[config.mk]
export PLATFORM = sky130hd
export DESIGN_NAME = laser_command_frame_decoder
export DESIGN_NICKNAME = d
export VERILOG_FILES = /design/src/design/lcfd_pkg.sv /design/src/design/lcfd_capture.sv /design/src/design/lcfd_decode.sv /design/src/design/laser_command_frame_decoder.sv
export SDC_FILE = /design/constraint.sdc
export NUM_CORES = 1
export LEC_CHECK = 0
export ABC_CLOCK_PERIOD_IN_PS = 7050
export BUFFER_PORTS_ARGS = -buffer_cell sky130_fd_sc_hd__buf_2
export CAP_MARGIN = 20
export CORE_AREA = 4 4 212 214
export DETAILED_ROUTE_END_ITERATION = 10
export DIE_AREA = 0 0 216 218
export HOLD_SLACK_MARGIN = 0.15
export PLACE_DENSITY = 0.74
export SYNTH_ARGS = -nofsm -noshare
export SYNTH_HDL_FRONTEND = slang
export SYNTH_SLANG_ARGS = --single-unit
[constraint.sdc]
create_clock -name clk -period 7.05 [get_ports clk]
set_clock_uncertainty 0.2 [all_clocks]
set_input_delay 1.41 -clock clk [delete_from_list [all_inputs] [get_ports clk]]
set_output_delay 1.41 -clock clk [all_outputs]
set_load 0.02 [all_outputs]
[src/design/lcfd_pkg.sv]
// Shared types, constants and radix helpers for the laser command frame decoder.
`default_nettype none

package lcfd_pkg;

	localparam int MaxFrameBytes = 12;
	localparam int CountW        = $clog2(MaxFrameBytes + 2);
	localparam int CoordW        = 38;
	localparam int AmountW       = 37;
	localparam int OutDataW      = 160;

	localparam logic [7:0] OpcodeMin   = 8'h80;
	localparam logic [7:0] SignLimit   = 8'h40;
	localparam logic [7:0] DigitMask   = 8'h7F;

	localparam logic [7:0] OpAbsMove   = 8'h88;
	localparam logic [7:0] OpAbsCut    = 8'hA8;
	localparam logic [7:0] OpRelMove   = 8'h89;
	localparam logic [7:0] OpRelCut    = 8'hA9;
	localparam logic [7:0] OpAxisMoveX = 8'h8A;
	localparam logic [7:0] OpAxisMoveY = 8'h8B;
	localparam logic [7:0] OpAxisCutX  = 8'hAA;
	localparam logic [7:0] OpAxisCutY  = 8'hAB;
	localparam logic [7:0] OpPower     = 8'hC6;
	localparam logic [7:0] OpSpeed     = 8'hC9;
	localparam logic [7:0] OpLayer     = 8'hCA;
	localparam logic [7:0] OpLimits    = 8'hE7;

	localparam logic [7:0] SubPow1Min  = 8'h01;
	localparam logic [7:0] SubPow1Max  = 8'h02;
	localparam logic [7:0] SubPow2Min  = 8'h21;
	localparam logic [7:0] SubPow2Max  = 8'h22;
	localparam logic [7:0] SubLPow1Min = 8'h31;
	localparam logic [7:0] SubLPow1Max = 8'h32;
	localparam logic [7:0] SubLPow2Min = 8'h41;
	localparam logic [7:0] SubLPow2Max = 8'h42;
	localparam logic [7:0] SubSpeed    = 8'h02;
	localparam logic [7:0] SubLSpeed   = 8'h04;
	localparam logic [7:0] SubDevices  = 8'h01;
	localparam logic [7:0] SubCurLayer = 8'h02;
	localparam logic [7:0] SubMaxLayer = 8'h22;
	localparam logic [7:0] SubColour   = 8'h06;
	localparam logic [7:0] SubLimMin   = 8'h03;
	localparam logic [7:0] SubLimMax   = 8'h07;

	typedef enum logic [3:0] {
		KIND_EMPTY      = 4'd0,
		KIND_INCOMPLETE = 4'd1,
		KIND_UNKNOWN    = 4'd2,
		KIND_LIMITS     = 4'd3,
		KIND_ABS        = 4'd4,
		KIND_REL        = 4'd5,
		KIND_REL_AXIS   = 4'd6,
		KIND_DEVICES    = 4'd7,
		KIND_COLOUR     = 4'd8,
		KIND_CURLAYER   = 4'd9,
		KIND_MAXLAYER   = 4'd10,
		KIND_POWER      = 4'd11,
		KIND_LAYERPOWER = 4'd12,
		KIND_SPEED      = 4'd13,
		KIND_LAYERSPEED = 4'd14
	} kind_t;

	typedef logic [MaxFrameBytes-1:0][7:0] frame_t;
	typedef logic [0:4][7:0] digits_t;

	typedef struct packed {
		logic              empty;
		logic [CountW-1:0] count;
		frame_t            bytes;
	} snap_t;

	typedef struct packed {
		kind_t               kind;
		logic [2:0]          flags;
		logic [1:0]          laser_number;
		logic [CoordW-1:0]   x_value;
		logic [CoordW-1:0]   y_value;
		logic [7:0]          layer_index;
		logic [AmountW-1:0]  amount;
		logic [7:0]          red;
		logic [7:0]          green;
		logic [7:0]          blue;
		logic                air_blower;
	} result_t;

	function automatic logic [CoordW-1:0] radix_value(digits_t d);
		logic [34:0]       lo;
		logic [CoordW-1:0] hi;
		lo = {d[0][6:0], d[1][6:0], d[2][6:0], d[3][6:0], d[4][6:0]};
		hi = '0;
		for (int i = 0; i < 5; i++) begin
			hi[7 * (5 - i)] = d[i][7];
		end
		return {3'b000, lo} + hi;
	endfunction

	function automatic logic [CoordW-1:0] signed_value(digits_t d, logic short_num);
		logic    neg;
		digits_t t;
		neg = (short_num ? d[3] : d[0]) >= SignLimit;
		for (int i = 0; i < 5; i++) begin
			t[i] = (neg && (!short_num || i >= 3)) ? (d[i] ^ DigitMask) : d[i];
		end
		return neg ? ~radix_value(t) : radix_value(t);
	endfunction

endpackage

`default_nettype wire

[src/design/lcfd_capture.sv]
// Frame byte buffer, byte counter and snapshot stage of the frame decoder.
`default_nettype none

module lcfd_capture
	import lcfd_pkg::*;
(
	input  wire logic       clk,
	input  wire logic       arst_n,
	input  wire logic       in_valid,
	input  wire logic [7:0] in_byte,
	input  wire logic       in_last,
	input  wire logic       in_empty,
	input  wire logic       take_s1,
	output logic            in_ready,
	output logic            valid_s1,
	output snap_t           snap_s1
);

	logic [CountW-1:0] count_q;
	frame_t            buf_q;
	frame_t            merged;
	logic [CountW-1:0] count_inc;
	logic              accept;
	logic              closing;

	assign in_ready = !valid_s1 || take_s1;
	assign accept   = in_valid && in_ready;
	assign closing  = in_empty || in_last;

	always_comb begin
		for (int i = 0; i < MaxFrameBytes; i++) begin
			merged[i] = (count_q == CountW'(i)) ? in_byte : buf_q[i];
		end
		count_inc = (count_q <= CountW'(MaxFrameBytes)) ? count_q + 1'b1 : count_q;
	end

	always_ff @(posedge clk or negedge arst_n) begin
		if (!arst_n) begin
			count_q  <= '0;
			valid_s1 <= 1'b0;
		end else begin
			if (accept) begin
				count_q <= closing ? '0 : count_inc;
			end
			if (accept && closing) begin
				valid_s1 <= 1'b1;
			end else if (take_s1) begin
				valid_s1 <= 1'b0;
			end
		end
	end

	always_ff @(posedge clk) begin
		if (accept && !in_empty) begin
			buf_q <= merged;
		end
		if (accept && closing) begin
			snap_s1.empty <= in_empty;
			snap_s1.count <= in_empty ? '0 : count_inc;
			snap_s1.bytes <= merged;
		end
	end

endmodule

`default_nettype wire

[src/design/lcfd_decode.sv]
// Command decode logic and result register of the frame decoder.
`default_nettype none

module lcfd_decode
	import lcfd_pkg::*;
(
	input  wire logic  clk,
	input  wire logic  arst_n,
	input  wire logic  valid_s1,
	input  wire snap_t snap_s1,
	input  wire logic  out_ready,
	output logic       take_s1,
	output logic       out_valid_q,
	output result_t    result_q
);

	result_t           res;
	frame_t            b;
	logic [CountW-1:0] n;
	logic [7:0]        op;
	logic [7:0]        sub;
	logic [CoordW-1:0] step;
	logic [CoordW-1:0] colour;

	assign take_s1 = !out_valid_q || out_ready;

	always_comb begin
		b      = snap_s1.bytes;
		n      = snap_s1.count;
		op     = b[0];
		sub    = (n >= CountW'(2)) ? b[1] : 8'h00;
		step   = signed_value({8'h00, 8'h00, 8'h00, b[1], b[2]}, 1'b1);
		colour = radix_value({b[3], b[4], b[5], b[6], b[7]});
		res    = '0;
		res.kind = KIND_UNKNOWN;
		if (snap_s1.empty) begin
			res.kind = KIND_EMPTY;
		end else if (op < OpcodeMin) begin
			res.kind = KIND_INCOMPLETE;
		end else if (n <= CountW'(MaxFrameBytes)) begin
			case (op)
				OpAbsMove, OpAbsCut: begin
					if (n == CountW'(11)) begin
						res.kind     = KIND_ABS;
						res.flags[0] = (op == OpAbsCut);
						res.x_value  = signed_value({b[1], b[2], b[3], b[4], b[5]}, 1'b0);
						res.y_value  = signed_value({b[6], b[7], b[8], b[9], b[10]}, 1'b0);
					end
				end
				OpRelMove, OpRelCut: begin
					if (n == CountW'(5)) begin
						res.kind     = KIND_REL;
						res.flags[0] = (op == OpRelCut);
						res.x_value  = step;
						res.y_value  = signed_value({8'h00, 8'h00, 8'h00, b[3], b[4]}, 1'b1);
					end
				end
				OpAxisMoveX, OpAxisMoveY, OpAxisCutX, OpAxisCutY: begin
					if (n == CountW'(3)) begin
						res.kind  = KIND_REL_AXIS;
						res.flags = {op[0], 1'b0, op[5]};
						if (op[0]) begin
							res.y_value = step;
						end else begin
							res.x_value = step;
						end
					end
				end
				OpPower: begin
					if (n == CountW'(4) && (sub inside {SubPow1Min, SubPow1Max,
							SubPow2Min, SubPow2Max})) begin
						res.kind         = KIND_POWER;
						res.flags[1]     = sub[1];
						res.laser_number = {1'b0, sub[5]} + 2'd1;
						res.amount       = AmountW'(radix_value({8'h00, 8'h00, 8'h00,
							b[2], b[3]}));
					end else if (n == CountW'(5) && (sub inside {SubLPow1Min,
							SubLPow1Max, SubLPow2Min, SubLPow2Max})) begin
						res.kind         = KIND_LAYERPOWER;
						res.flags[1]     = sub[1];
						res.laser_number = 2'(sub[6:4] - 3'd2);
						res.layer_index  = b[2];
						res.amount       = AmountW'(radix_value({8'h00, 8'h00, 8'h00,
							b[3], b[4]}));
					end
				end
				OpSpeed: begin
					if (n == CountW'(7) && sub == SubSpeed) begin
						res.kind   = KIND_SPEED;
						res.amount = AmountW'(radix_value({b[2], b[3], b[4], b[5], b[6]}));
					end else if (n == CountW'(8) && sub == SubLSpeed) begin
						res.kind        = KIND_LAYERSPEED;
						res.layer_index = b[2];
						res.amount      = AmountW'(colour);
					end
				end
				OpLayer: begin
					if (n == CountW'(3) && sub == SubDevices) begin
						res.kind       = KIND_DEVICES;
						res.amount     = AmountW'(b[2]);
						res.air_blower = b[2][0];
					end else if (n == CountW'(3) && sub == SubCurLayer) begin
						res.kind        = KIND_CURLAYER;
						res.layer_index = b[2];
					end else if (n == CountW'(3) && sub == SubMaxLayer) begin
						res.kind        = KIND_MAXLAYER;
						res.layer_index = b[2];
					end else if (n == CountW'(8) && sub == SubColour) begin
						res.kind        = KIND_COLOUR;
						res.layer_index = b[2];
						res.amount      = AmountW'(colour);
						res.red         = colour[7:0];
						res.green       = colour[15:8];
						res.blue        = colour[23:16];
					end
				end
				OpLimits: begin
					if (n == CountW'(12) && (sub == SubLimMin || sub == SubLimMax)) begin
						res.kind     = KIND_LIMITS;
						res.flags[1] = (sub == SubLimMax);
						res.x_value  = signed_value({b[2], b[3], b[4], b[5], b[6]}, 1'b0);
						res.y_value  = signed_value({b[7], b[8], b[9], b[10], b[11]}, 1'b0);
					end
				end
				default: begin
					res.kind = KIND_UNKNOWN;
				end
			endcase
		end
	end

	always_ff @(posedge clk or negedge arst_n) begin
		if (!arst_n) begin
			out_valid_q <= 1'b0;
		end else if (take_s1) begin
			out_valid_q <= valid_s1;
		end
	end

	always_ff @(posedge clk) begin
		if (take_s1 && valid_s1) begin
			result_q <= res;
		end
	end

endmodule

`default_nettype wire

[src/design/laser_command_frame_decoder.sv]
// Top level of the laser command frame decoder.
//
//  channel  dir  payload                                       closes on
//  s_axis   in   tdata: cmd_byte; tlast: last_byte;            tlast or tuser[0]
//                tuser: empty_frame
//  m_axis   out  tdata: decoded command result                 one per closed frame
//
// One byte per cycle is taken while s_axis_tready is high; after the closing transfer a result
// passes through the snapshot register and then the result register before it leaves.
// Reset clears the byte count and both valid flags; the byte buffer is not reset.
// A stalled result register holds the snapshot stage; once that stage is full as well,
// every input transfer waits until the result transfers.
`default_nettype none

module laser_command_frame_decoder
	import lcfd_pkg::*;
(
	input  wire logic                clk,
	input  wire logic                arst_n,
	input  wire logic                s_axis_tvalid,
	output logic                     s_axis_tready,
	input  wire logic [7:0]          s_axis_tdata,  // [7:0] cmd_byte
	input  wire logic                s_axis_tlast,
	input  wire logic [0:0]          s_axis_tuser,  // [0] empty_frame
	output logic                     m_axis_tvalid,
	input  wire logic                m_axis_tready,
	// [3:0] kind, [6:4] flags, [8:7] laser_number, [46:9] x_value, [84:47] y_value,
	// [92:85] layer_index, [129:93] amount, [137:130] red, [145:138] green,
	// [153:146] blue, [154] air_blower, [159:155] zero
	output logic [OutDataW-1:0]      m_axis_tdata
);

	logic    valid_s1;
	logic    take_s1;
	snap_t   snap_s1;
	result_t result_q;

	lcfd_capture u_capture (
		.clk      (clk),
		.arst_n   (arst_n),
		.in_valid (s_axis_tvalid),
		.in_byte  (s_axis_tdata),
		.in_last  (s_axis_tlast),
		.in_empty (s_axis_tuser[0]),
		.take_s1  (take_s1),
		.in_ready (s_axis_tready),
		.valid_s1 (valid_s1),
		.snap_s1  (snap_s1)
	);

	lcfd_decode u_decode (
		.clk         (clk),
		.arst_n      (arst_n),
		.valid_s1    (valid_s1),
		.snap_s1     (snap_s1),
		.out_ready   (m_axis_tready),
		.take_s1     (take_s1),
		.out_valid_q (m_axis_tvalid),
		.result_q    (result_q)
	);

	assign m_axis_tdata = {5'b00000, result_q.air_blower, result_q.blue, result_q.green,
		result_q.red, result_q.amount, result_q.layer_index, result_q.y_value,
		result_q.x_value, result_q.laser_number, result_q.flags, result_q.kind};

	a_ready_only_on_backpressure: assert property (@(posedge clk) disable iff (!arst_n)
		!s_axis_tready |-> m_axis_tvalid && !m_axis_tready)
		else $error("input stalled without output backpressure");

	a_empty_result_zero: assert property (@(posedge clk) disable iff (!arst_n)
		m_axis_tvalid && m_axis_tdata[3:0] == KIND_EMPTY |-> m_axis_tdata[159:4] == '0)
		else $error("empty command carries nonzero fields");

	a_bad_result_zero: assert property (@(posedge clk) disable iff (!arst_n)
		m_axis_tvalid && (m_axis_tdata[3:0] == KIND_INCOMPLETE ||
		m_axis_tdata[3:0] == KIND_UNKNOWN) |-> m_axis_tdata[159:4] == '0)
		else $error("incomplete or unknown command carries nonzero fields");

	a_laser_only_power: assert property (@(posedge clk) disable iff (!arst_n)
		m_axis_tvalid && m_axis_tdata[8:7] != 2'd0 |->
		m_axis_tdata[3:0] == KIND_POWER || m_axis_tdata[3:0] == KIND_LAYERPOWER)
		else $error("laser number set on non-power command");

endmodule

`default_nettype wire
# After elaboration in Yosys (flattened, before gate mapping)
# Cells that the tools add are included.
[classes] n_bitwise=24 n_reduce_logical=33 eq_ne=42 add_sub_neg=13 muxes=95 magnitude_cmp=9
[op_table] operator="$mux 38" count=8
[op_table] operator="$mux 76" count=4
[op_table] operator="$pmux 76 s4" count=1
[op_table] operator="$not 38->38" count=6
[op_table] operator="$add 35x36->37" count=6
[op_table] operator="$mux 7" count=22
[op_table] operator="$mux 153" count=1
[op_table] operator="$mux 8" count=18
[op_table] operator="$pmux 45 s3" count=1
[op_table] operator="$mux 61" count=2
[op_table] operator="$mux 37" count=3
[op_table] operator="$eq 8x8->1 const B" count=12
[op_table] operator="$mux 45" count=2
[op_table] operator="$not 7->7" count=11
[op_table] operator="$mux 69" count=1
[op_table] operator="$add 14x15->16" count=4
[op_table] operator="$ge 8x7->1 const B" count=5
[op_table] operator="$mux 4" count=10
[op_table] operator="$eq 8x6->1 const B" count=4
[op_table] operator="$eq 4x3->1 const B" count=7
[op_table] operator="$eq 4x4->1 const B" count=7
[op_table] operator="$pmux 4 s7" count=1
[op_table] operator="$mux 25" count=1
[op_table] operator="$eq 8x3->1 const B" count=3
[op_table] operator="29 further kinds" count=76
[word_totals] reg_bits=358 input_bits=14 elab_cells=259 output_inout_bits=162

# Logic depth before layout (Yosys ltp)
[logic_depth] word_depth=11 ltp_mapped=14 mapped_depth_nobuf=10

# Hierarchy
# A second synthesis with hierarchy kept.
[hier_totals] cells_unflattened=2049 hier_area_um2=21827.2
[by_module_without_submodules] mod="lcfd_decode" area_each_um2=14169.8 cells_each=1673 seq_area_each_um2=4679.5 n_inst=1
[by_module_without_submodules] mod="lcfd_capture" area_each_um2=7616.1 cells_each=370 seq_area_each_um2=6040.8 n_inst=1
[by_module_without_submodules] mod="laser_command_frame_decoder" area_each_um2=41.3 cells_each=6 seq_area_each_um2=0.0 n_inst=1

# Worst setup path before layout
# Ideal clock, no wire load.
[synth_path] path_type="input-to-reg" from="input port m_axis_tready" to="register u_capture.snap_s1[0] (netlist name)" setup_slack_ns=0.230 cell_stages=3 n_path_buf=0 t_arrival_ns=6.059 setup_ns=0.561 t_required_ns=6.289 cell_sequence="nand3b_1 -> nand2_1 -> nor2_1"
[synth_between] elab_chain_len=4
[synth_lines] item="from (decl)" line_no="laser_command_frame_decoder.sv:26" source="input wire logic m_axis_tready,"
[synth_lines] item="$logic_or 1x1->1" line_no="lcfd_decode.sv:25" source="assign take_s1 = !out_valid_q || out_ready;"
[synth_lines] item="$logic_or 1x1->1" line_no="lcfd_capture.sv:26" source="assign in_ready = !valid_s1 || take_s1;"
[synth_lines] item="$logic_and 1x1->1" line_no="lcfd_capture.sv:27" source="assign accept = in_valid && in_ready;"
[synth_lines] item="$logic_and 1x1->1" line_no="lcfd_capture.sv:57" source="if (accept && closing) begin"
# Every way passes these cells.
# A chain may end at the register's enable or synchronous reset.

# Final worst setup path
[layout_path] from="register u_capture.snap_s1[22] (netlist name)" to="register u_decode.result_q[137] (netlist name)"
[layout_between] elab_chain_len=7 word_cells_on_any_way=17 classes_between="2 x add/sub; 1 x order compare; 11 x mux; 3 x bitwise"
[layout_lines] item="$ge 8x7->1 / $not 7->7 (equally long branches)"
[layout_lines] item="$mux 7" line_no="lcfd_pkg.sv:103" source="t[i] = (neg && (!short_num || i >= 3)) ? (d[i] ^ DigitMask) : d[i];"
[layout_lines] item="$add 35x36->37" line_no="lcfd_pkg.sv:95" source="return {3'b000, lo} + hi;"
[layout_lines] item="$not 38->38" line_no="lcfd_pkg.sv:105" source="return neg ? ~radix_value(t) : radix_value(t);"
[layout_lines] item="$mux 38" line_no="lcfd_pkg.sv:105"
[layout_lines] item="$mux 76 (on tied branches)" line_no="lcfd_decode.sv:118, lcfd_decode.sv:43"
[layout_lines] item="$pmux 76 s4 *" line_no="lcfd_decode.sv:41" source="case (op)"
# Every way passes the cells marked *; elsewhere a longest branch is shown, timed or not.

==> flow_summary_export.csv <==
group,metric,value,unit
synthesis,synth_area,21420,µm²
synthesis,async_flop_share,1.676,%
final_layout,nFillCells,3665,
synthesis,synth_warnings,0,
final_layout,final_core_util,55.64,%
final_layout,nets,2136,
clock_tree,htree_levels,2,
job,cap_violations,0,
synthesis,synth_area_leaders,"edfxtp_1, xnor2_1, mux2_2",
synthesis,yosysTopAreaCell,"edfxtp_1",
global_route,grt_util_all_layers,30.08,%
sta,finalCritPeriodShare,55.50,%
synthesis,synth.top_cells.by_count,"edfxtp_1, nor2_1, xnor2_1, nand2_1, clkbuf_1",
sta,max_freq,255.6,MHz
sta,finalCriticalPeriod,3.913,ns
global_route,grt_pass1_wl,108100,µm
sta,setup-tns-final,0,ns
setup_path,critPathKind,"reg -> reg",
pwr,max-vdd-ir-drop,0.1553,mV
die,io_pins,176,
clock_tree,cts.sinks,358,
die,die_w,216,µm
detailed_routing,wl,73410,µm
synthesis,yosysMostFrequentCell,"edfxtp_1",
clock_tree,tritoncts,"built",
placed_design,place.gp.congestion,0.9690,
final_layout,drive_gt1_share,19.38,%
clock_tree,ctsResizeCount,0,
pwr,p_per_area,229.5,nW/µm²
die,die_area,47090,µm²
clock_tree,post_cts_buffers,0,
setup_path,worst_ep_required_time,7.14,ns
setup_path,cp-end-kind,"flop",
detailed_routing,vias,17570,
setup_path,critPathTopFamily,"compound AO/OA/AOI/OAI gates",
detailed_routing,drt_iter0_drc,2301,
synthesis,synthFlopType,"edfxtp_1",
setup_path,worst-r2r-cell-count,11,
final_layout,n_antenna_cell,0,
sta,final_hold_viol_count,0,
setup_path,critPathLaunch,"u_capture.snap_s1[22]",
setup_path,r2r_setup_slack,3.14,ns
setup_path,cp-start-kind,"flop",
global_route,grt_max_degree,81,
pwr,p_leak,8.002,nW
setup_path,max_stage_delay,0.56,ns
detailed_routing,viasPerCell,6.504,
status,status,"completed",
sta,tightest_slew,1.159,ns
final_layout,area_growth,11.42,%
sta,rsz0062_at_grt,"no",
detailed_routing,drt_drc_violations_left,0,
clock_tree,clockBufferDepth,3,
global_route,globalRoute.totalOverflow,0,
die,fp.dieH,218,µm
setup_path,r2r-start,"u_capture.snap_s1[22]",
synthesis,avgSynthCellArea,10.67,µm²
synthesis,synth_edf_count,352,
setup_path,endpoint,"u_decode.result_q[137]",
min_path,hold_path_class,"reg -> reg",
clock_tree,cts_root_buf,"clkbuf_16",
placed_design,dp_hpwl,50350,µm
setup_path,crit_path_top_delay_cell,"o31ai_2",
sta,slew_headroom,22.68,%
detailed_routing,wire_per_inst,27.18,µm
setup_path,reg2reg_to,"u_decode.result_q[137]",
global_route,grt_pass1_vias,16780,
clock_tree,numCtsBuffers,38,
detailed_routing,firstDrtPassIters,8,
clock_tree,clk_latency,0.57,ns
synthesis,synth_seq_area_share,50.06,%
final_layout,instances_no_fill,2701,
global_route,antenna_found_initial,2,
setup_path,path_buf_inv,2,
synthesis,synth_seq_cells,358,
synthesis,synth_cell_types,88,
die,initial_core_util,49.94,%
synthesis,syn_inst,2008,
setup_path,cp.arrival,4.00,ns
die,rows,76,
placed_design,io_buffers,170,
placed_design,dp_cells,2635,
die,core_area,42890,µm²
setup_path,critPathMaxFanout,22,
synthesis,synth_top_area_share,49.35,%
setup_path,worstPathCellList,"buf_4 > nor2_2 > buf_4 > xnor2_1 > ha_1 > nand2_1 > o31ai_2 > a31oi_1 > xnor2_1 > a221oi_1 > nor2_1",
sta,setup_viol,0,
clock_tree,postCtsHoldBufs,0,
setup_path,critical_path_depth,11,
clock_tree,path_clk_slew,0.07,ns
detailed_routing,detail-route-antenna-nets,0,
sta,final_max_slew_viol_count,0,
-- cell type report --
cell class	instances	area, µm²	area share (%)
Sequential cell	358	10720	44.93
Multi-Input combinational cell	1449	9937	41.64
Timing Repair Buffer	213	1186	4.971
Clock buffer	46	1002	4.200
Tap cell	585	732.0	3.067
Clock inverter	19	167.7	0.7026
Inverter	31	116.4	0.4877
-- through the flow --
| stage | power [mW] | instance area (µm²) | hold WS (ns) | worst slack, ns |
|---|---|---|---|---|
| 2_1_floorplan | 3.264 | 21430 | 0.2490 | 0.2298 |
| 3_3_place_gp | 3.551 | 22660 | 0.2750 | 2.940 |
| 3_5_place_dp | 3.564 | 22670 | 0.3027 | 2.866 |
| 4_1_cts | 5.485 | 23840 | 0.3225 | 3.183 |
| 5_1_grt | 5.643 | 23860 | 0.3516 | 2.947 |
| 6_report | 5.477 | 23860 | 0.3178 | 3.137 |
-- layout by cell type (no fill, tap or decap), types with 8 or more instances in the layout --
cell | netlist | routed
xnor2_1 | 161 | 161
nand2_1 | 144 | 144
xor2_1 | 59 | 59
buf_2 | 23 | 170
mux2_2 | 97 | 97
and2_1 | 27 | 25
o21bai_1 | 13 | 13
nor3_1 | 59 | 58
o21a_1 | 12 | 12
buf_4 | 7 | 42
ha_1 | 31 | 31
nor4_1 | 17 | 17
inv_1 | 31 | 31
edfxtp_1 | 352 | 352
a221oi_1 | 28 | 28
nor2_1 | 172 | 164
a41oi_1 | 11 | 11
o21ai_0 | 69 | 69
and4_1 | 9 | 9
or3_1 | 24 | 24
or2_2 | 13 | 13
nor2b_1 | 17 | 17
nand4_1 | 15 | 15
a21oi_1 | 80 | 80
nand3b_1 | 8 | 8
a31oi_1 | 37 | 37
a222oi_1 | 25 | 25
nand3_1 | 47 | 47
or4_1 | 8 | 8
o22ai_1 | 34 | 34
nand2b_1 | 12 | 12
and3_1 | 42 | 42
clkbuf_16 | 0 | 39
a22oi_1 | 51 | 51
-- layer usage --
| layer | wire length (µm) | global-route usage, % | vias to the layer above |
|---|---|---|---|
| met5 | 13 | 0 | - |
| met2 | 31730 | 45.20 | 1187 |
| li1 | - | - | 7711 |
| met4 | 3420 | 12.99 | 2 |
| met1 | 30000 | 42.32 | 8461 |
| met3 | 8251 | 6.479 | 207 |
-- sequential cells by signal, indices dropped and copies added, names as in the netlist --
name	cells
u_capture.valid_s1	1
u_capture.snap_s1	101
u_capture.count_q	4
u_capture.buf_q	96
u_decode.result_q	155
u_decode.out_valid_q	1
-- worst min-delay path by stage --
stage | depth (start not counted) | from | end
after floorplan | 1 | u_capture.valid_s1 | u_decode.out_valid_q
after global placement | 1 | u_capture.valid_s1 | u_decode.out_valid_q
after detailed placement | 1 | u_capture.valid_s1 | u_decode.out_valid_q
after CTS | 1 | u_capture.valid_s1 | u_decode.out_valid_q
after global routing | 1 | u_capture.valid_s1 | u_decode.out_valid_q
final | 1 | u_capture.valid_s1 | u_decode.out_valid_q
-- cell families (layout without fill, tap and decap cells) --
group	after synthesis	in the layout	share of synthesized area [%]
other	1	5	0.01751
and+or+nand+nor	645	645	15.17
buffers and inverters	205	309	3.990
muxes	104	104	5.427
adders and majority gates	31	31	1.811
xor gates and xnor gates	220	220	8.997
AOI/OAI and AO/OA	444	444	14.53
DFF	358	358	50.06
-- where the power goes --
part	internal [mW]	switching [mW]	total [mW]
registers	2.52	0.140	2.66
clock network	1.09	0.841	1.93
logic	0.283	0.599	0.883
total	3.90	1.58	5.48
Power figures use the tool's default switching activity.
